File: src/psuarp_pkg.sv
// Package for the PSU ASCII response parser.
// Character codes, frame kinds, parse phases and shared types.
// No dependencies.
package psuarp_pkg;

   localparam logic [7:0] CHAR_NUL   = 8'h00;
   localparam logic [7:0] CHAR_LF    = 8'h0A;
   localparam logic [7:0] CHAR_CR    = 8'h0D;
   localparam logic [7:0] CHAR_DOT   = 8'h2E;
   localparam logic [7:0] CHAR_ZERO  = 8'h30;
   localparam logic [7:0] CHAR_ONE   = 8'h31;
   localparam logic [7:0] CHAR_THREE = 8'h33;
   localparam logic [7:0] CHAR_NINE  = 8'h39;
   localparam logic [7:0] CHAR_COLON = 8'h3A;
   localparam logic [7:0] CHAR_EQUAL = 8'h3D;
   localparam logic [7:0] CHAR_K     = 8'h6B;
   localparam logic [7:0] CHAR_O     = 8'h6F;
   localparam logic [7:0] CHAR_R     = 8'h72;

   localparam logic [3:0] KIND_INVALID  = 4'd0;
   localparam logic [3:0] KIND_WRITE_OK = 4'd1;
   localparam logic [3:0] KIND_MAX_V    = 4'd2;
   localparam logic [3:0] KIND_TEMP     = 4'd7;
   localparam logic [3:0] KIND_OVERFLOW = 4'd8;

   localparam logic [2:0] PH_HEAD   = 3'd0;
   localparam logic [2:0] PH_EQ     = 3'd1;
   localparam logic [2:0] PH_DIGITS = 3'd2;
   localparam logic [2:0] PH_TAIL   = 3'd3;
   localparam logic [2:0] PH_BAD    = 3'd4;

   localparam logic [6:0] ADDR_DEFAULT = 7'd1;
   localparam logic [6:0] ADDR_MAX     = 7'd99;

   localparam int NUM_REGS = 6;

   typedef struct packed {
      logic [3:0] tens;
      logic [3:0] ones;
   } addr_digits_type;

   typedef struct packed {
      logic [3:0]  frame_kind;
      logic [15:0] value;
      logic [15:0] max_voltage;
      logic [15:0] max_current;
      logic [15:0] meas_voltage;
      logic [15:0] meas_current;
      logic [15:0] output_mode;
      logic [15:0] temperature;
   } rsp_payload_type;

endpackage

File: src/psuarp_ifs.sv
// Channel interfaces of the PSU ASCII response parser: request, response, csr.
// Valid/ready handshake; no dependencies.
interface psuarp_req_if;
   logic       valid;
   logic       ready;
   logic       func;
   logic [7:0] rx_byte;
   modport source (output valid, output func, output rx_byte, input ready);
   modport sink (input valid, input func, input rx_byte, output ready);
endinterface

interface psuarp_rsp_if;
   logic        valid;
   logic        ready;
   logic [3:0]  frame_kind;
   logic [15:0] value;
   logic [15:0] max_voltage;
   logic [15:0] max_current;
   logic [15:0] meas_voltage;
   logic [15:0] meas_current;
   logic [15:0] output_mode;
   logic [15:0] temperature;
   modport source (output valid, output frame_kind, output value, output max_voltage,
                   output max_current, output meas_voltage, output meas_current,
                   output output_mode, output temperature, input ready);
   modport sink (input valid, input frame_kind, input value, input max_voltage,
                 input max_current, input meas_voltage, input meas_current,
                 input output_mode, input temperature, output ready);
endinterface

interface psuarp_csr_if;
   logic       valid;
   logic       ready;
   logic [6:0] device_address;
   modport source (output valid, output device_address, input ready);
   modport sink (input valid, input device_address, output ready);
endinterface

File: src/psuarp_core.sv
// Per-byte frame state and judgement of the PSU ASCII response parser.
// Uses psuarp_pkg.
module psuarp_core #(
   parameter int RX_BUFFER_BYTES = 64
) (
   input  logic                      clock,
   input  logic                      reset,
   input  logic                      req_accept,
   input  logic                      req_func,
   input  logic [7:0]                req_byte,
   input  psuarp_pkg::addr_digits_type addr_digits,
   output logic                      res_valid,
   output psuarp_pkg::rsp_payload_type res_payload
);

   localparam int CNT_W = $clog2(RX_BUFFER_BYTES);
   localparam logic [CNT_W-1:0] LAST_COUNT = CNT_W'(RX_BUFFER_BYTES - 1);

   logic [CNT_W-1:0] byte_count_ff, byte_count_in;
   logic [2:0]       frame_len_ff, frame_len_in;
   logic [2:0]       phase_ff, phase_in;
   logic             nul_ff, nul_in;
   logic [39:0]      header_ff, header_in;
   logic [15:0]      value_ff, value_in;
   logic [7:0]       flags_ff, flags_in;
   logic [23:0]      recent_ff, recent_in;
   logic [15:0]      regs_ff [psuarp_pkg::NUM_REGS];
   logic [15:0]      regs_in [psuarp_pkg::NUM_REGS];

   logic [7:0]  h4, h3, h2, h1, h0, p1, p2, p3;
   logic        hdr_ok;
   logic [2:0]  hdr_idx;
   logic [3:0]  kind;
   logic [15:0] val;
   logic        is_digit;

   function automatic logic [1:0] bump(input logic [1:0] f);
      bump = {f[1] | f[0], 1'b1};
   endfunction

   assign h4 = header_ff[39:32];
   assign h3 = header_ff[31:24];
   assign h2 = header_ff[23:16];
   assign h1 = header_ff[15:8];
   assign h0 = header_ff[7:0];
   assign p1 = recent_ff[7:0];
   assign p2 = recent_ff[15:8];
   assign p3 = recent_ff[23:16];
   assign is_digit = (req_byte >= psuarp_pkg::CHAR_ZERO) && (req_byte <= psuarp_pkg::CHAR_NINE);

   always_comb begin
      hdr_ok  = 1'b0;
      hdr_idx = 3'd0;
      if (h4 == {4'h3, addr_digits.tens} && h3 == {4'h3, addr_digits.ones}
          && h2 == psuarp_pkg::CHAR_R) begin
         if (h1 == psuarp_pkg::CHAR_ZERO
             && (h0 == psuarp_pkg::CHAR_ZERO || h0 == psuarp_pkg::CHAR_ONE)) begin
            hdr_ok  = 1'b1;
            hdr_idx = {2'b00, h0[0]};
         end else if (h1 == psuarp_pkg::CHAR_THREE && h0 >= psuarp_pkg::CHAR_ZERO
                      && h0 <= psuarp_pkg::CHAR_THREE) begin
            hdr_ok  = 1'b1;
            hdr_idx = {1'b0, h0[1:0]} + 3'd2;
         end
      end
   end

   always_comb begin
      byte_count_in = byte_count_ff;
      frame_len_in  = frame_len_ff;
      phase_in      = phase_ff;
      nul_in        = nul_ff;
      header_in     = header_ff;
      value_in      = value_ff;
      flags_in      = flags_ff;
      recent_in     = recent_ff;
      regs_in       = regs_ff;
      res_valid     = 1'b0;
      kind          = psuarp_pkg::KIND_INVALID;
      val           = 16'd0;
      if (req_accept) begin
         if (req_func || byte_count_ff == LAST_COUNT || req_byte == psuarp_pkg::CHAR_LF) begin
            if (!req_func && byte_count_ff == LAST_COUNT) begin
               res_valid = 1'b1;
               kind      = psuarp_pkg::KIND_OVERFLOW;
            end else if (!req_func) begin
               // closing LF: judge the frame
               res_valid = 1'b1;
               if (!nul_ff && p1 == psuarp_pkg::CHAR_CR && flags_ff[3:2] == 2'd1) begin
                  if (p2 == psuarp_pkg::CHAR_DOT && flags_ff[1:0] == 2'd1) begin
                     if (phase_ff == psuarp_pkg::PH_TAIL && hdr_ok) begin
                        regs_in[hdr_idx] = value_ff;
                        kind = psuarp_pkg::KIND_MAX_V + {1'b0, hdr_idx};
                        val  = value_ff;
                     end
                  end else if (p2 == psuarp_pkg::CHAR_K && p3 == psuarp_pkg::CHAR_O
                               && flags_ff[5:4] == 2'd1 && flags_ff[7:6] == 2'd1) begin
                     kind = psuarp_pkg::KIND_WRITE_OK;
                  end
               end
            end
            byte_count_in = '0;
            phase_in      = psuarp_pkg::PH_HEAD;
            nul_in        = 1'b0;
            frame_len_in  = 3'd0;
            header_in     = 40'd0;
            value_in      = 16'd0;
            flags_in      = 8'd0;
            recent_in     = 24'd0;
         end else begin
            byte_count_in = byte_count_ff + CNT_W'(1);
            if (req_byte == psuarp_pkg::CHAR_COLON) begin
               frame_len_in = 3'd0;
               phase_in     = psuarp_pkg::PH_HEAD;
               header_in    = 40'd0;
               value_in     = 16'd0;
               flags_in     = 8'd0;
               recent_in    = 24'd0;
            end else begin
               if (req_byte == psuarp_pkg::CHAR_NUL)
                  nul_in = 1'b1;
               if (req_byte == psuarp_pkg::CHAR_DOT)
                  flags_in[1:0] = bump(flags_ff[1:0]);
               else if (req_byte == psuarp_pkg::CHAR_CR)
                  flags_in[3:2] = bump(flags_ff[3:2]);
               else if (req_byte == psuarp_pkg::CHAR_O)
                  flags_in[5:4] = bump(flags_ff[5:4]);
               else if (req_byte == psuarp_pkg::CHAR_K)
                  flags_in[7:6] = bump(flags_ff[7:6]);
               case (phase_ff)
                  psuarp_pkg::PH_HEAD: begin
                     if (req_byte == psuarp_pkg::CHAR_EQUAL)
                        phase_in = (frame_len_ff == 3'd5) ? psuarp_pkg::PH_EQ
                                                          : psuarp_pkg::PH_BAD;
                     else if (req_byte == psuarp_pkg::CHAR_DOT)
                        phase_in = psuarp_pkg::PH_BAD;
                     else
                        header_in = {header_ff[31:0], req_byte};
                  end
                  psuarp_pkg::PH_EQ, psuarp_pkg::PH_DIGITS: begin
                     if (is_digit) begin
                        value_in = {value_ff[12:0], 3'b000} + {value_ff[14:0], 1'b0}
                                   + {12'd0, req_byte[3:0]};
                        phase_in = psuarp_pkg::PH_DIGITS;
                     end else if (req_byte == psuarp_pkg::CHAR_DOT
                                  && phase_ff == psuarp_pkg::PH_DIGITS) begin
                        phase_in = psuarp_pkg::PH_TAIL;
                     end else begin
                        phase_in = psuarp_pkg::PH_BAD;
                     end
                  end
                  psuarp_pkg::PH_TAIL: begin
                     if (req_byte == psuarp_pkg::CHAR_EQUAL)
                        phase_in = psuarp_pkg::PH_BAD;
                  end
                  default: phase_in = phase_ff;
               endcase
               recent_in = {recent_ff[15:0], req_byte};
               if (frame_len_ff != 3'd7)
                  frame_len_in = frame_len_ff + 3'd1;
            end
         end
      end
   end

   always_comb begin
      res_payload.frame_kind   = kind;
      res_payload.value        = val;
      res_payload.max_voltage  = regs_in[0];
      res_payload.max_current  = regs_in[1];
      res_payload.meas_voltage = regs_in[2];
      res_payload.meas_current = regs_in[3];
      res_payload.output_mode  = regs_in[4];
      res_payload.temperature  = regs_in[5];
   end

   always_ff @(posedge clock) begin
      if (reset) begin
         byte_count_ff <= '0;
         frame_len_ff  <= 3'd0;
         phase_ff      <= psuarp_pkg::PH_HEAD;
         nul_ff        <= 1'b0;
         header_ff     <= 40'd0;
         value_ff      <= 16'd0;
         flags_ff      <= 8'd0;
         recent_ff     <= 24'd0;
         for (int i = 0; i < psuarp_pkg::NUM_REGS; i++)
            regs_ff[i] <= 16'd0;
      end else begin
         byte_count_ff <= byte_count_in;
         frame_len_ff  <= frame_len_in;
         phase_ff      <= phase_in;
         nul_ff        <= nul_in;
         header_ff     <= header_in;
         value_ff      <= value_in;
         flags_ff      <= flags_in;
         recent_ff     <= recent_in;
         regs_ff       <= regs_in;
      end
   end

`ifndef ASSERT_OFF
   a_count_bound: assert property (@(posedge clock) disable iff (reset)
      byte_count_ff <= LAST_COUNT)
      else $error("byte count past buffer end");

   a_clear: assert property (@(posedge clock) disable iff (reset)
      req_accept && req_func |=> byte_count_ff == '0 && phase_ff == psuarp_pkg::PH_HEAD
                                 && !nul_ff)
      else $error("clear request did not reset frame");

   a_overflow_at_end: assert property (@(posedge clock) disable iff (reset)
      res_valid && res_payload.frame_kind == psuarp_pkg::KIND_OVERFLOW
      |-> byte_count_ff == LAST_COUNT)
      else $error("overflow before buffer end");
`endif

endmodule

File: src/psu_ascii_response_parser_top.sv
// Top level of the PSU ASCII response parser: csr, parser core, output buffer.
// Uses psuarp_pkg, psuarp_ifs and psuarp_core.

// The parser takes one received byte per cycle while req_if.ready is high.
// A closing LF, or any byte arriving once the receive buffer count is full,
// yields one response, registered into the output buffer; a clear request
// and all other bytes give none. Responses leave through a two-entry output
// buffer, so req_if.ready drops only while both entries hold responses that
// the sink has not taken. The device address is written through csr_if at
// any time the parser is idle and takes effect from the next request.
module psu_ascii_response_parser_top #(
   parameter int RX_BUFFER_BYTES = 64
) (
   input logic         clock,
   input logic         reset,
   psuarp_req_if.sink  req_if,
   psuarp_rsp_if.source rsp_if,
   psuarp_csr_if.sink  csr_if
);

   psuarp_pkg::addr_digits_type addr_digits_ff, addr_digits_in;
   logic [6:0]  addr_eff;
   logic [14:0] addr_prod;
   logic [6:0]  tens_x10;

   logic        req_accept;
   logic        res_valid;
   psuarp_pkg::rsp_payload_type res_payload;

   logic        out_valid_ff, out_valid_in;
   logic        skid_valid_ff, skid_valid_in;
   psuarp_pkg::rsp_payload_type out_ff, out_in, skid_ff, skid_in;
   logic        pop, push;

   // address to two decimal digits; 205/2048 is exact for 0..99
   always_comb begin
      addr_eff = (csr_if.device_address == 7'd0 || csr_if.device_address > psuarp_pkg::ADDR_MAX)
                 ? psuarp_pkg::ADDR_DEFAULT : csr_if.device_address;
      addr_prod = 15'(addr_eff) * 15'd205;
      addr_digits_in.tens = addr_prod[14:11];
      tens_x10 = {3'b000, addr_digits_in.tens} * 7'd10;
      addr_digits_in.ones = 4'(addr_eff - tens_x10);
   end

   assign csr_if.ready = 1'b1;

   always_ff @(posedge clock) begin
      if (reset) begin
         addr_digits_ff.tens <= 4'd0;
         addr_digits_ff.ones <= 4'd1;
      end else if (csr_if.valid) begin
         addr_digits_ff <= addr_digits_in;
      end
   end

   assign req_if.ready = !skid_valid_ff;
   assign req_accept   = req_if.valid && !skid_valid_ff;

   psuarp_core #(
      .RX_BUFFER_BYTES(RX_BUFFER_BYTES)
   ) u_core (
      .clock       (clock),
      .reset       (reset),
      .req_accept  (req_accept),
      .req_func    (req_if.func),
      .req_byte    (req_if.rx_byte),
      .addr_digits (addr_digits_ff),
      .res_valid   (res_valid),
      .res_payload (res_payload)
   );

   assign push = req_accept && res_valid;
   assign pop  = out_valid_ff && rsp_if.ready;

   always_comb begin
      out_valid_in  = out_valid_ff;
      skid_valid_in = skid_valid_ff;
      out_in        = out_ff;
      skid_in       = skid_ff;
      if (pop) begin
         if (skid_valid_ff) begin
            out_in        = skid_ff;
            skid_valid_in = 1'b0;
         end else begin
            out_valid_in = push;
            out_in       = res_payload;
         end
      end else if (!out_valid_ff) begin
         out_valid_in = push;
         out_in       = res_payload;
      end else if (push) begin
         skid_valid_in = 1'b1;
         skid_in       = res_payload;
      end
   end

   always_ff @(posedge clock) begin
      if (reset) begin
         out_valid_ff  <= 1'b0;
         skid_valid_ff <= 1'b0;
      end else begin
         out_valid_ff  <= out_valid_in;
         skid_valid_ff <= skid_valid_in;
      end
   end

   always_ff @(posedge clock) begin
      out_ff  <= out_in;
      skid_ff <= skid_in;
   end

   assign rsp_if.valid        = out_valid_ff;
   assign rsp_if.frame_kind   = out_ff.frame_kind;
   assign rsp_if.value        = out_ff.value;
   assign rsp_if.max_voltage  = out_ff.max_voltage;
   assign rsp_if.max_current  = out_ff.max_current;
   assign rsp_if.meas_voltage = out_ff.meas_voltage;
   assign rsp_if.meas_current = out_ff.meas_current;
   assign rsp_if.output_mode  = out_ff.output_mode;
   assign rsp_if.temperature  = out_ff.temperature;

`ifndef ASSERT_OFF
   a_skid_order: assert property (@(posedge clock) disable iff (reset)
      skid_valid_ff |-> out_valid_ff)
      else $error("skid entry without head entry");

   a_value_zero: assert property (@(posedge clock) disable iff (reset)
      rsp_if.valid && (rsp_if.frame_kind < psuarp_pkg::KIND_MAX_V
                       || rsp_if.frame_kind > psuarp_pkg::KIND_TEMP)
      |-> rsp_if.value == 16'd0)
      else $error("nonzero value on non-read response");

   a_no_drop: assert property (@(posedge clock) disable iff (reset)
      push && out_valid_ff && !rsp_if.ready |=> skid_valid_ff)
      else $error("response lost while head stalled");
`endif

endmodule

File: src/flat_wrapper.sv
// flat-port wrapper written by rule: the top's interface ports become plain ports
module psu_ascii_response_parser_top_flat 
#(
   parameter int RX_BUFFER_BYTES = 64
)
  (clock, reset, req_if_valid, req_if_func, req_if_rx_byte, req_if_ready, rsp_if_valid, rsp_if_frame_kind, rsp_if_value, rsp_if_max_voltage, rsp_if_max_current, rsp_if_meas_voltage, rsp_if_meas_current, rsp_if_output_mode, rsp_if_temperature, rsp_if_ready, csr_if_valid, csr_if_device_address, csr_if_ready);
  psuarp_req_if req_if_i ();
  psuarp_rsp_if rsp_if_i ();
  psuarp_csr_if csr_if_i ();
  input logic clock;
  input logic reset;
  input wire logic [$bits(req_if_i.valid)-1:0] req_if_valid;
  input wire logic [$bits(req_if_i.func)-1:0] req_if_func;
  input wire logic [$bits(req_if_i.rx_byte)-1:0] req_if_rx_byte;
  output wire logic [$bits(req_if_i.ready)-1:0] req_if_ready;
  output wire logic [$bits(rsp_if_i.valid)-1:0] rsp_if_valid;
  output wire logic [$bits(rsp_if_i.frame_kind)-1:0] rsp_if_frame_kind;
  output wire logic [$bits(rsp_if_i.value)-1:0] rsp_if_value;
  output wire logic [$bits(rsp_if_i.max_voltage)-1:0] rsp_if_max_voltage;
  output wire logic [$bits(rsp_if_i.max_current)-1:0] rsp_if_max_current;
  output wire logic [$bits(rsp_if_i.meas_voltage)-1:0] rsp_if_meas_voltage;
  output wire logic [$bits(rsp_if_i.meas_current)-1:0] rsp_if_meas_current;
  output wire logic [$bits(rsp_if_i.output_mode)-1:0] rsp_if_output_mode;
  output wire logic [$bits(rsp_if_i.temperature)-1:0] rsp_if_temperature;
  input wire logic [$bits(rsp_if_i.ready)-1:0] rsp_if_ready;
  input wire logic [$bits(csr_if_i.valid)-1:0] csr_if_valid;
  input wire logic [$bits(csr_if_i.device_address)-1:0] csr_if_device_address;
  output wire logic [$bits(csr_if_i.ready)-1:0] csr_if_ready;
  assign req_if_i.valid = req_if_valid;
  assign req_if_i.func = req_if_func;
  assign req_if_i.rx_byte = req_if_rx_byte;
  assign req_if_ready = req_if_i.ready;
  assign rsp_if_valid = rsp_if_i.valid;
  assign rsp_if_frame_kind = rsp_if_i.frame_kind;
  assign rsp_if_value = rsp_if_i.value;
  assign rsp_if_max_voltage = rsp_if_i.max_voltage;
  assign rsp_if_max_current = rsp_if_i.max_current;
  assign rsp_if_meas_voltage = rsp_if_i.meas_voltage;
  assign rsp_if_meas_current = rsp_if_i.meas_current;
  assign rsp_if_output_mode = rsp_if_i.output_mode;
  assign rsp_if_temperature = rsp_if_i.temperature;
  assign rsp_if_i.ready = rsp_if_ready;
  assign csr_if_i.valid = csr_if_valid;
  assign csr_if_i.device_address = csr_if_device_address;
  assign csr_if_ready = csr_if_i.ready;
  psu_ascii_response_parser_top #(.RX_BUFFER_BYTES(RX_BUFFER_BYTES)) u_core (.clock(clock), .reset(reset), .req_if(req_if_i), .rsp_if(rsp_if_i), .csr_if(csr_if_i));
endmodule
File: config.mk
export PLATFORM = sky130hd
export DESIGN_NAME = psu_ascii_response_parser_top_flat
export DESIGN_NICKNAME = d
export VERILOG_FILES = /design/src/psuarp_pkg.sv /design/src/psuarp_ifs.sv /design/src/psuarp_core.sv /design/src/psu_ascii_response_parser_top.sv /design/src/flat_wrapper.sv
export SDC_FILE = /design/constraint.sdc
export NUM_CORES = 1
export LEC_CHECK = 0
export BUFFER_PORTS_ARGS = -buffer_cell sky130_fd_sc_hd__clkbuf_2
export CORE_ASPECT_RATIO = 1.75
export CORE_UTILIZATION = 37
export CTS_CLUSTER_DIAMETER = 40
export DETAILED_ROUTE_END_ITERATION = 10
export GPL_TIMING_DRIVEN = 0
export REMOVE_ABC_BUFFERS = 1
export SETUP_SLACK_MARGIN = 0.3
export SLEW_MARGIN = 10
export SYNTH_ARGS = -nofsm -noshare
export SYNTH_HDL_FRONTEND = slang
export SYNTH_HIERARCHICAL = 1
export SYNTH_SLANG_ARGS = --single-unit
export TNS_END_PERCENT = 1
File: constraint.sdc
create_clock -name clock -period 14.25 [get_ports clock]
set_clock_uncertainty 0.05 [all_clocks]
set_input_delay 2.85 -clock clock [delete_from_list [all_inputs] [get_ports clock]]
set_output_delay 2.85 -clock clock [all_outputs]
set_load 0.005 [all_outputs]
==> results of run 1 <==
## worst max-delay path: cells and delay by family
kind / cells / cell delay (ns)
AND/OR/NAND/NOR: 4 / 1.19
XOR/XNOR: 1 / 0.20
adder cells (fa/ha/maj): 7 / 2.37
buffers and inverters: 6 / 0.35
AO/OA/AOI/OAI: 5 / 1.20
## synth_stat cells, types with 3 or more instances
master | instances | area share
edfxtp_1 | 232 | 0.37
dfxtp_1 | 207 | 0.22
mux2_2 | 202 | 0.12
nor2b_1 | 103 | 0.034
a21oi_1 | 96 | 0.025
nand3_1 | 83 | 0.022
nand2_1 | 82 | 0.016
ha_1 | 66 | 0.043
clkbuf_1 | 60 | 0.012
inv_1 | 49 | 0.0096
nor2_1 | 38 | 0.0075
nand2b_1 | 34 | 0.011
xnor2_1 | 21 | 0.0096
and3_1 | 17 | 0.0056
nand4_1 | 15 | 0.0049
o21ai_0 | 14 | 0.0037
fa_1 | 11 | 0.012
mux2_4 | 10 | 0.0079
xor2_1 | 10 | 0.0046
and2_1 | 9 | 0.0030
mux2i_1 | 9 | 0.0047
nand3b_1 | 8 | 0.0031
nor4b_1 | 8 | 0.0037
nor4bb_1 | 8 | 0.0042
nor3_1 | 7 | 0.0018
buf_1 | 6 | 0.0012
nand4_4 | 6 | 0.0067
buf_2 | 5 | 0.0013
nor4_1 | 5 | 0.0016
or3_1 | 5 | 0.0016
a211o_1 | 4 | 0.0018
a21o_1 | 4 | 0.0016
o31ai_1 | 4 | 0.0016
a31oi_1 | 3 | 0.00098
buf_6 | 3 | 0.0018
o2111ai_1 | 3 | 0.0014
o21a_1 | 3 | 0.0012
## path summary, 6_finish.rpt
path	end	cells after the start	slack, ns	start
setup / recovery	u_core/addr_digits_ff[3]	23	6.52	csr_if_device_address[4]
hold / removal	u_core/u_core/flags_ff[7]	2	0.39	u_core/u_core/flags_ff[7]
setup reg to reg	u_core/rsp_if.output_mode[4]	8	10.12	u_core/skid_valid_ff
hold reg to reg	u_core/u_core/flags_ff[7]	2	0.39	u_core/u_core/flags_ff[7]
## per-stage QoR
| stage | area, sq um | instances |
|---|---|---|
| 2_1_floorplan | 18800 | 1429 |
| 3_3_place_gp | 20300 | 2233 |
| 3_5_place_dp | 20600 | 2247 |
| 4_1_cts | 22000 | 2322 |
| 5_1_grt | 22000 | 2322 |
| 6_report | 22000 | 2322 |
## area by class of cell
type | instances | area [sq um] | area share
Clock buffer | 52 | 1100 | 0.0499
Clock inverter | 23 | 234 | 0.0106
Inverter | 49 | 184 | 0.00837
Multi-Input combinational cell | 941 | 7510 | 0.342
Sequential cell | 439 | 11100 | 0.506
Tap cell | 666 | 833 | 0.0379
Timing Repair Buffer | 152 | 998 | 0.0454
## routing by layer
| metal | share of wire | up-vias |
|---|---|---|
| li1 | - | 5671 |
| met1 | 0.41 | 5838 |
| met3 | 0.032 | 48 |
| met5 | 0 | - |
| met4 | 0.024 | 0 |
| met2 | 0.54 | 232 |
## logic make-up (layout without fill, tap and decap cells)
group / Yosys count / in the layout / synth area share
adder cells (fa/ha/maj): 77 / 77 / 0.0548
multiplexers: 221 / 221 / 0.132
XOR/XNOR: 31 / 31 / 0.0142
buffers and inverters: 125 / 276 / 0.0268
flip-flops: 439 / 439 / 0.582
AO/OA/AOI/OAI: 160 / 160 / 0.0507
other: 1 / 1 / 0.000197
AND/OR/NAND/NOR: 451 / 451 / 0.139
## where the power goes
part           total, W  switching [W]  internal [W]
registers       0.00134     0.00000972       0.00133
clock network   0.00108       0.000477      0.000608
logic          0.000187       0.000110     0.0000766
total           0.00261       0.000596       0.00201
## flip-flops by register name, indices dropped and copies added (netlist names), 4 cells and up
register                     count
u_core/addr_digits_ff            8
u_core/u_core/value_ff          16
u_core/u_core/recent_ff         24
u_core/u_core/flags_ff           8
u_core/rsp_if.output_mode       16
u_core/u_core/regs_ff           96
u_core/skid_ff                 116
u_core/rsp_if.frame_kind         4
u_core/rsp_if.meas_current      16
u_core/rsp_if.temperature       16
u_core/rsp_if.max_voltage       16
u_core/u_core/byte_count_ff      6
u_core/rsp_if.max_current       16
u_core/u_core/header_ff         40
u_core/rsp_if.value             16
u_core/rsp_if.meas_voltage      16
## cells in the final DEF (no fill, tap or decap), types with 21 or more instances in the layout
cell / count
nor2_1: 37
clkbuf_16: 41
nor2b_1: 102
ha_1: 66
nand2_1: 81
mux2_2: 202
nand3_1: 82
edfxtp_1: 232
xnor2_1: 21
a21oi_1: 96
clkbuf_2: 137
nand2b_1: 34
dfxtp_1: 207
inv_1: 49
==> metrics.md, run 1 <==
| Metric | Value |
|---|---|
| Share of cells above drive strength 1 | 0.275 |
| Synth Register Bits | 439 |
| Final Max Tran Viols | 0 |
| IO Port Bufs | 138 |
| CTS root buf | clkbuf_16 |
| GP Congestion | 0.813 |
| Dpl hpwl | 27000 um |
| Relative slew slack | 0.197 |
| Antenna-violating nets left | 0 |
| Largest net degree at the start of global routing | 130 |
| Final WS setup | 6.52 ns |
| Clock buffer count from CTS | 41 |
| Gr usage total | 0.157 |
| Outcome | finished, final reports clean |
| Routed vias | 11800 |
| CP Launch Type | primary input |
| Final nets | 1722 |
| Number of synthesized flops with an enable pin | 232 |
| CP max stage cell | fa_1 |
| Worst VDD drop | 0.0000747 V |
| Netlist cell types | 81 |
| Worst min path class | reg2reg |
| Most used DFF post-synth | edfxtp_1 |
| Pwr Total | 0.00261 W |
| # diodes | 0 |
| Critical path class | in2reg |
| Initial antenna violation count | 0 |
| Die ar. | 0.0525 sq mm |
| Yosys warns | 6 |
| Critical Path AT | 8.14 ns |
| Remaining DRCs | 0 |
| CP endpoint kind | register |
| CP max FO | 5 |
| Max frequency | 129 MHz |
| TNS Setup | 0 ns |
| # H-tree levels | 2 |
| Met3 Usage GRT | 0.0219 |
| Filler cells | 4746 |
| Core area | 0.0507 sq mm |
| CTS tree | built |
| CP Data Required Time | 14.66 ns |
| Vias per Instance | 5.08 |
| Crit share post-route | 0.542 |
| WL per Instance | 17.7 um |
| Post-CTS Resized | 0 |
| Leak Pwr | 9.26 nW |
| Ys async rst share | 0 |
| Chip height | 302 um |
| Row count | 109 |
| Final Hold Fails | 0 |
| # hold bufs at CTS | 0 |
| Worst Hold Slack | 0.394 ns |
| Die Wd | 174 um |
| Register area share after synthesis | 0.582 |
| # IOs | 140 |
| Area Overhead vs Synth | 15.1% |
| Setup WS pre-CTS | 5.93 ns |
| WL final | 41200 um |
| Final core occ | 0.433 |
| Worst path cell trace | clkbuf_2 -> o311ai_2 -> and2_1 -> ha_1 -> inv_1 -> fa_1 -> inv_1 -> ha_1 -> inv_1 -> fa_1 -> inv_1 -> ha_1 -> and3_2 -> a2111oi_0 -> a2111oi_2 -> nand2_1 -> ha_1 -> inv_1 -> fa_1 -> xor2_1 -> a21boi_1 -> or4b_1 -> o221ai_1 |
| Max-cap violations | 0 |
| Max incr delay on CP | 0.54 ns |
| Iteration-0 DRC Markers | 680 |
| GRT Max-Usage Layer | met2 |
| DR pass1 iterations | 5 |
| Met1 global-route usage | 0.178 |
| TritonCTS Sinks | 439 |
| Tmin final | 7.73 ns |
| Cell Area, Synth | 0.0191 sq mm |
| Met2 usage | 0.299 |
| CTS Buffer Depth | 3 |
| Post-CTS setup repair buffer count | 0 |
| Worst Tran Pin Value | 1.19 ns |
| First-pass GRT wire length | 65000 um |
| Total gr overflow | 0 |
| Vias in the first global route | 11900 |
| CTS clk-pin slew, worst paths | 0.06 ns |
| Starting Density | 0.376 |
| Final setup fails | 0 |
| Avg Inst Size Synth | 12.7 sq um |
| PD cells | 119 mW/mm^2 |
| RSZ-0062 raised after global routing | no |
| Most Frequent Cell on Critical Path | inv_1 |
| Clock Latency Late Sink | 0.55 ns |
| Post-synthesis cell count | 1505 |
Power figures use the tool's default switching activity.
==> run 2: changes to the inputs <==
--- a/config.mk
+++ b/config.mk
@@ -5,6 +5,7 @@
 export SDC_FILE = /design/constraint.sdc
 export NUM_CORES = 1
 export LEC_CHECK = 0
+export ABC_AREA = 1
 export BUFFER_PORTS_ARGS = -buffer_cell sky130_fd_sc_hd__clkbuf_2
 export CORE_ASPECT_RATIO = 1.75
 export CORE_UTILIZATION = 37
==> constraint.sdc (replaced) <==
create_clock -name clock -period 7.7 [get_ports clock]
set_clock_uncertainty 0.05 [all_clocks]
set_input_delay 1.54 -clock clock [delete_from_list [all_inputs] [get_ports clock]]
set_output_delay 1.54 -clock clock [all_outputs]
set_load 0.005 [all_outputs]
==> metrics.md, run 2 <==
| Metric | Value |
|---|---|
| GP Congestion | 0.921 |
| Most common cell in the synthesized netlist | nand2_1 |
| Final setup fails | 0 |
| # hold bufs at CTS | 0 |
| Largest registers | u_core/skid_ff: 116 flops, u_core/u_core/regs_ff: 96 flops, u_core/u_core/header_ff: 40 flops |
| Critical Path Source | csr_if_device_address[5] |
| # H-tree levels | 2 |
| CP endpoint kind | register |
| Synth Register Bits | 439 |
| CTS clk-pin slew, worst paths | 0.06 ns |
| Yosys warns | 6 |
| Max-cap violations | 0 |
| Share of cells above drive strength 1 | 0.118 |
| Starting Density | 0.376 |
| Row count | 112 |
| Synth top area share | 0.346 |
| Worst VDD drop | 0.000164 V |
| WL final | 49200 um |
| Chip height | 310 um |
| WL per Instance | 15.7 um |
| Final core occ | 0.425 |
| TritonCTS Sinks | 439 |
| Netlist cell types | 51 |
| Initial antenna violation count | 2 |
| Ys async rst share | 0 |
| Vias in the first global route | 15200 |
| Yosys top cell by area | edfxtp_1 |
| CP Data Required Time | 8.08 ns |
| Worst Tran Pin Value | 1.08 ns |
| Final Max Tran Viols | 0 |
| RR Startpoint | u_core/u_core/byte_count_ff[0] |
| IO Port Bufs | 138 |
| Post-CTS Resized | 0 |
| R2r endpoint | u_core/u_core/header_ff[1] |
| Core area | 0.0535 sq mm |
| # diodes | 0 |
| Filler cells | 5318 |
| Remaining DRCs | 0 |
| Gr usage total | 0.180 |
| Post-CTS setup repair buffer count | 0 |
| Area occupied by multi-input gates | 0.00757 sq mm |
| Register area share after synthesis | 0.552 |
| Dpl hpwl | 34800 um |
| Iteration-0 DRC Markers | 862 |
| Hold Crit Start | u_core/u_core/header_ff[31] |
| Total gr overflow | 0 |
| Relative slew slack | 0.279 |
| CP Launch Type | primary input |
| Flop2flop setup slack | 3.02 ns |
| Most frequent cells in the layout | nand2_1 (776), inv_1 (248), edfxtp_1 (232), dfxtp_1 (207), nor2_1 (178) |
| Final Hold Fails | 0 |
| Largest net degree at the start of global routing | 109 |
| Post-synthesis cell count | 2324 |
| Vias per Instance | 4.90 |
| RSZ-0062 raised after global routing | no |
| Outcome | finished, final reports clean |
| Tmin final | 6.10 ns |
| Commonest non-fill, non-tap cell in the layout | nand2_1 |
| CTS tree | built |
| Clock buffer count from CTS | 41 |
| Most flops, register | u_core/skid_ff |
| Area Overhead vs Synth | 13.2% |
| First-pass GRT wire length | 78200 um |
| Synth top area cells | edfxtp_1 (35%), dfxtp_1 (21%), nand2_1 (15%) |
| Worst Hold Slack | 0.417 ns |
| Leak Pwr | 10.4 nW |
| Critical Path AT | 6.48 ns |
| Die ar. | 0.0553 sq mm |
| Worst setup path endpoint | u_core/addr_digits_ff[3] |
| Largest register FFs | 116 |
| Clock Latency Late Sink | 0.55 ns |
| Die Wd | 178 um |
| CTS root buf | clkbuf_16 |
| Most Frequent Cell on Critical Path | inv_1 |
| Synth top cells by count | nand2_1 (777), inv_1 (248), edfxtp_1 (232) |
| Reg area | 0.0111 sq mm |
| Worst min path class | reg2reg |
| Crit share post-route | 0.792 |
| CP max stage cell | fa_1 |
| CTS Buffer Depth | 3 |
| Routed vias | 15400 |
| Worst Reg-to-Reg Cells | 10 |
| # IOs | 140 |
| CP max FO | 5 |
| Max incr delay on CP | 0.53 ns |
| PD cells | 213 mW/mm^2 |
| Critical path class | in2reg |
| Max frequency | 164 MHz |
| Avg Inst Size Synth | 8.65 sq um |
| Antenna-violating nets left | 0 |
| Most used DFF post-synth | edfxtp_1 |
| Cell Area, Synth | 0.0201 sq mm |
| DR pass1 iterations | 6 |
| Final nets | 2518 |
| Number of synthesized flops with an enable pin | 232 |
-- run 2: final cells by class --
type,count,share of cell area
clock inverter,18,0.00725
sequential,439,0.488
multi-input combinational,1528,0.332
clock buffer,57,0.0496
tap,684,0.0376
timing repair buffer,150,0.0425
inverter,260,0.0430
-- run 2: logic make-up (layout without fill, tap and decap cells) --
family / count (synthesis) / count (layout) / synth area share
simple gates: 1214 / 1214 / 0.258
flops: 439 / 439 / 0.552
buf+inv: 357 / 485 / 0.0727
compound gates: 220 / 220 / 0.0579
fa+ha+maj: 77 / 77 / 0.0520
xor+xnor: 16 / 16 / 0.00697
other cells: 1 / 1 / 0.000186
-- run 2: worst min-delay path by stage --
stage	endpoint	slack (ns)	depth (start not counted)
floorplan	u_core/u_core/header_ff[31]	0.39	2
global placement	u_core/u_core/header_ff[36]	0.41	2
detailed placement	u_core/u_core/header_ff[23]	0.41	2
CTS	u_core/u_core/regs_ff[84]	0.42	2
global route	u_core/u_core/regs_ff[71]	0.43	2
finish	u_core/u_core/header_ff[31]	0.42	2
-- run 2: critical path: cells and delay by family --
kind | cells | cell delay (ns)
XOR/XNOR | 1 | 0.18
buffers and inverters | 9 | 0.61
AO/OA/AOI/OAI | 4 | 0.63
adder cells (fa/ha/maj) | 6 | 2.45
AND/OR/NAND/NOR | 10 | 1.06
-- run 2: metrics by stage --
stage	TNS (ns)	setup slack, ns	power, W	cells	instance area (sq um)
2_1_floorplan	-137.42	-1.18	0.00281	2227	19600
3_3_place_gp	-631.31	-5.01	0.00293	3049	21200
3_5_place_dp	0	1.04	0.00294	3061	21500
4_1_cts	0	1.59	0.00492	3136	22800
5_1_grt	0	1.12	0.00506	3136	22800
6_report	0	1.60	0.00486	3136	22800
-- run 2: layer usage --
metal | share of wire | wire [um] | track usage
met1 | 0.37 | 18200 | 0.187
met2 | 0.53 | 25900 | 0.342
met3 | 0.042 | 2080 | 0.0220
met4 | 0.059 | 2910 | 0.104
met5 | 0.00045 | 22 | 0
-- run 2: where the power goes --
group	internal (W)	switching, W	total, W
Combinational	0.000135	0.000255	0.000389
Sequential	0.00247	0.0000210	0.00249
Clock	0.00108	0.000897	0.00198
Total	0.00369	0.00117	0.00486
==> run 3: changes to the inputs <==
--- a/config.mk
+++ b/config.mk
@@ -5,7 +5,7 @@
 export SDC_FILE = /design/constraint.sdc
 export NUM_CORES = 1
 export LEC_CHECK = 0
-export ABC_AREA = 1
+export ABC_AREA = 0
 export BUFFER_PORTS_ARGS = -buffer_cell sky130_fd_sc_hd__clkbuf_2
 export CORE_ASPECT_RATIO = 1.75
 export CORE_UTILIZATION = 37
==> constraint.sdc (replaced) <==
create_clock -name clock -period 5.9 [get_ports clock]
set_clock_uncertainty 0.05 [all_clocks]
set_input_delay 1.18 -clock clock [delete_from_list [all_inputs] [get_ports clock]]
set_output_delay 1.18 -clock clock [all_outputs]
set_load 0.005 [all_outputs]
==> metrics.md, run 3 (synthesis gave the netlist of run 1 again) <==
| Metric | Value |
|---|---|
| TNS Setup | 0 ns |
| CP top delay family | adder cells |
| Worst VDD drop | 0.000180 V |
| WL final | 41600 um |
| GP Congestion | 0.813 |
| Antenna-violating nets left | 0 |
| Starting Density | 0.376 |
| Non-filler cells, final | 2338 |
| Worst Reg-to-Reg Cells | 8 |
| Routed vias | 11900 |
| Largest register FFs | 116 |
| Final Hold Fails | 0 |
| WL per Instance | 17.8 um |
| # IOs | 140 |
| Leak Pwr | 9.36 nW |
| # H-tree levels | 2 |
| Iteration-0 DRC Markers | 666 |
| Die ar. | 0.0525 sq mm |
| Max incr delay on CP | 0.53 ns |
| Share of cells above drive strength 1 | 0.297 |
| Critical Path AT | 6.03 ns |
| TritonCTS Sinks | 439 |
| Dpl hpwl | 27000 um |
| Max frequency | 178 MHz |
| Gr usage total | 0.158 |
| Worst setup path endpoint | u_core/addr_digits_ff[3] |
| CP max FO | 5 |
| Max-cap violations | 0 |
| Final setup fails | 0 |
| Worst path bufs/invs | 5 |
| CP max stage cell | fa_1 |
| Largest registers | u_core/skid_ff: 116 flops, u_core/u_core/regs_ff: 96 flops, u_core/u_core/header_ff: 40 flops |
| CTS tree | built |
| Critical path class | in2reg |
| Most flops, register | u_core/skid_ff |
| Worst min path class | reg2reg |
| Remaining DRCs | 0 |
| Relative slew slack | 0.178 |
| # hold bufs at CTS | 0 |
| Critical Path Source | csr_if_device_address[4] |
| Initial antenna violation count | 0 |
| RSZ-0062 raised after global routing | yes |
| CP Data Required Time | 6.31 ns |
| Dpl cells | 2247 |
| CTS clk-pin slew, worst paths | 0.07 ns |
| Chip height | 302 um |
| Core area | 0.0507 sq mm |
| Total gr overflow | 0 |
| CP endpoint kind | register |
| Final nets | 1738 |
| Most frequent cells in the layout | edfxtp_1 (232), dfxtp_1 (207), mux2_2 (202), clkbuf_2 (135), nor2b_1 (102) |
| Placed cell area | 0.0206 sq mm |
| Outcome | finished, final reports clean |
| Commonest non-fill, non-tap cell in the layout | edfxtp_1 |
| Post-route cell area | 0.0223 sq mm |
| Tmin final | 5.62 ns |
| Clock Latency Late Sink | 0.55 ns |
| Critical path depth | 21 |
| R2r endpoint | u_core/rsp_if.output_mode[4] |
| Vias per Instance | 5.07 |
| Setup WS pre-CTS | -0.754 ns |
| Filler cells | 4721 |
| IO Port Bufs | 138 |
| CP Launch Type | primary input |
| Clock buffer count from CTS | 41 |
| Largest net degree at the start of global routing | 130 |
| CTS root buf | clkbuf_16 |
| RR Startpoint | u_core/skid_valid_ff |
| Worst path cell trace | buf_8 -> o311ai_4 -> and2_4 -> ha_4 -> inv_2 -> fa_1 -> inv_1 -> ha_1 -> inv_1 -> fa_1 -> inv_1 -> ha_2 -> a21o_4 -> a221o_1 -> a211oi_2 -> xnor2_2 -> fa_2 -> xor2_2 -> a21boi_2 -> or4b_1 -> o221ai_1 |
| Flop2flop setup slack | 1.78 ns |
| Die Wd | 174 um |
| # diodes | 0 |
| CTS Buffer Depth | 3 |
| Final WS setup | 0.279 ns |
| Area Overhead vs Synth | 16.8% |
| Row count | 109 |
| Final core occ | 0.439 |
| Most Frequent Cell on Critical Path | inv_1 |
| PD cells | 291 mW/mm^2 |
| DR pass1 iterations | 5 |
| Final Max Tran Viols | 0 |
| Worst Tran Pin Value | 1.22 ns |
| Vias in the first global route | 12000 |
| First-pass GRT wire length | 65400 um |
| Crit share post-route | 0.953 |
run 3: metrics by stage:
step | hold slack [ns] | total power (W)
2_1_floorplan | 0.371 | 0.00361
3_3_place_gp | 0.385 | 0.00373
3_5_place_dp | 0.389 | 0.00375
4_1_cts | 0.400 | 0.00651
5_1_grt | 0.425 | 0.00673
6_report | 0.394 | 0.00648
run 3: how the worst min path moves through the flow:
stage,startpoint,to,slack (ns),cells past startpoint
global placement,u_core/u_core/flags_ff[7],u_core/u_core/flags_ff[7],0.39,2
global route,u_core/u_core/header_ff[36],u_core/u_core/header_ff[36],0.43,2
finish,u_core/u_core/flags_ff[7],u_core/u_core/flags_ff[7],0.39,2
detailed placement,u_core/u_core/flags_ff[7],u_core/u_core/flags_ff[7],0.39,2
floorplan,u_core/u_core/header_ff[37],u_core/u_core/header_ff[37],0.37,2
CTS,u_core/u_core/flags_ff[7],u_core/u_core/flags_ff[7],0.40,2
run 3: worst reg2reg max path, stage by stage, from the launching register on:
cell and delay [ns]:
dfxtp_1 0.38, nor2b_4 0.71, nand2b_1 0.25, nand2b_1 0.24
nor4b_4 0.65, buf_6 0.26, nand4_4 0.52, mux2_4 0.53
mux2_2 0.29
run 3: area by class of cell:
| type | instances | area, sq um | area share |
|---|---|---|---|
| well taps | 666 | 833 | 0.0374 |
| flip-flops and latches | 439 | 11100 | 0.498 |
| inverters | 49 | 186 | 0.00836 |
| clock inverters | 23 | 234 | 0.0105 |
| multi-input cells | 941 | 7700 | 0.345 |
| repair buffers | 168 | 1130 | 0.0509 |
| clock buffers | 52 | 1100 | 0.0492 |
run 3: what timing repair did:
action	4_1_cts	5_1_grt
pin swaps	9	19
buffers inserted	11	5
resized for setup	22	18
endpoints found under the setup margin	1	2
run 3: routing by layer:
metal / up-vias / share of wire / global-route usage
li1: 5700 / - / -
met1: 5885 / 0.40 / 0.179
met2: 220 / 0.54 / 0.301
met3: 54 / 0.031 / 0.0219
met4: 0 / 0.026 / 0.0535
met5: - / 0 / 0
run 3: power by group:
part	total, W	switching, W	internal, W
Combinational	0.000634	0.000325	0.000309
Clock	0.00262	0.00115	0.00147
Sequential	0.00323	0.0000234	0.00321
Total	0.00648	0.00150	0.00498
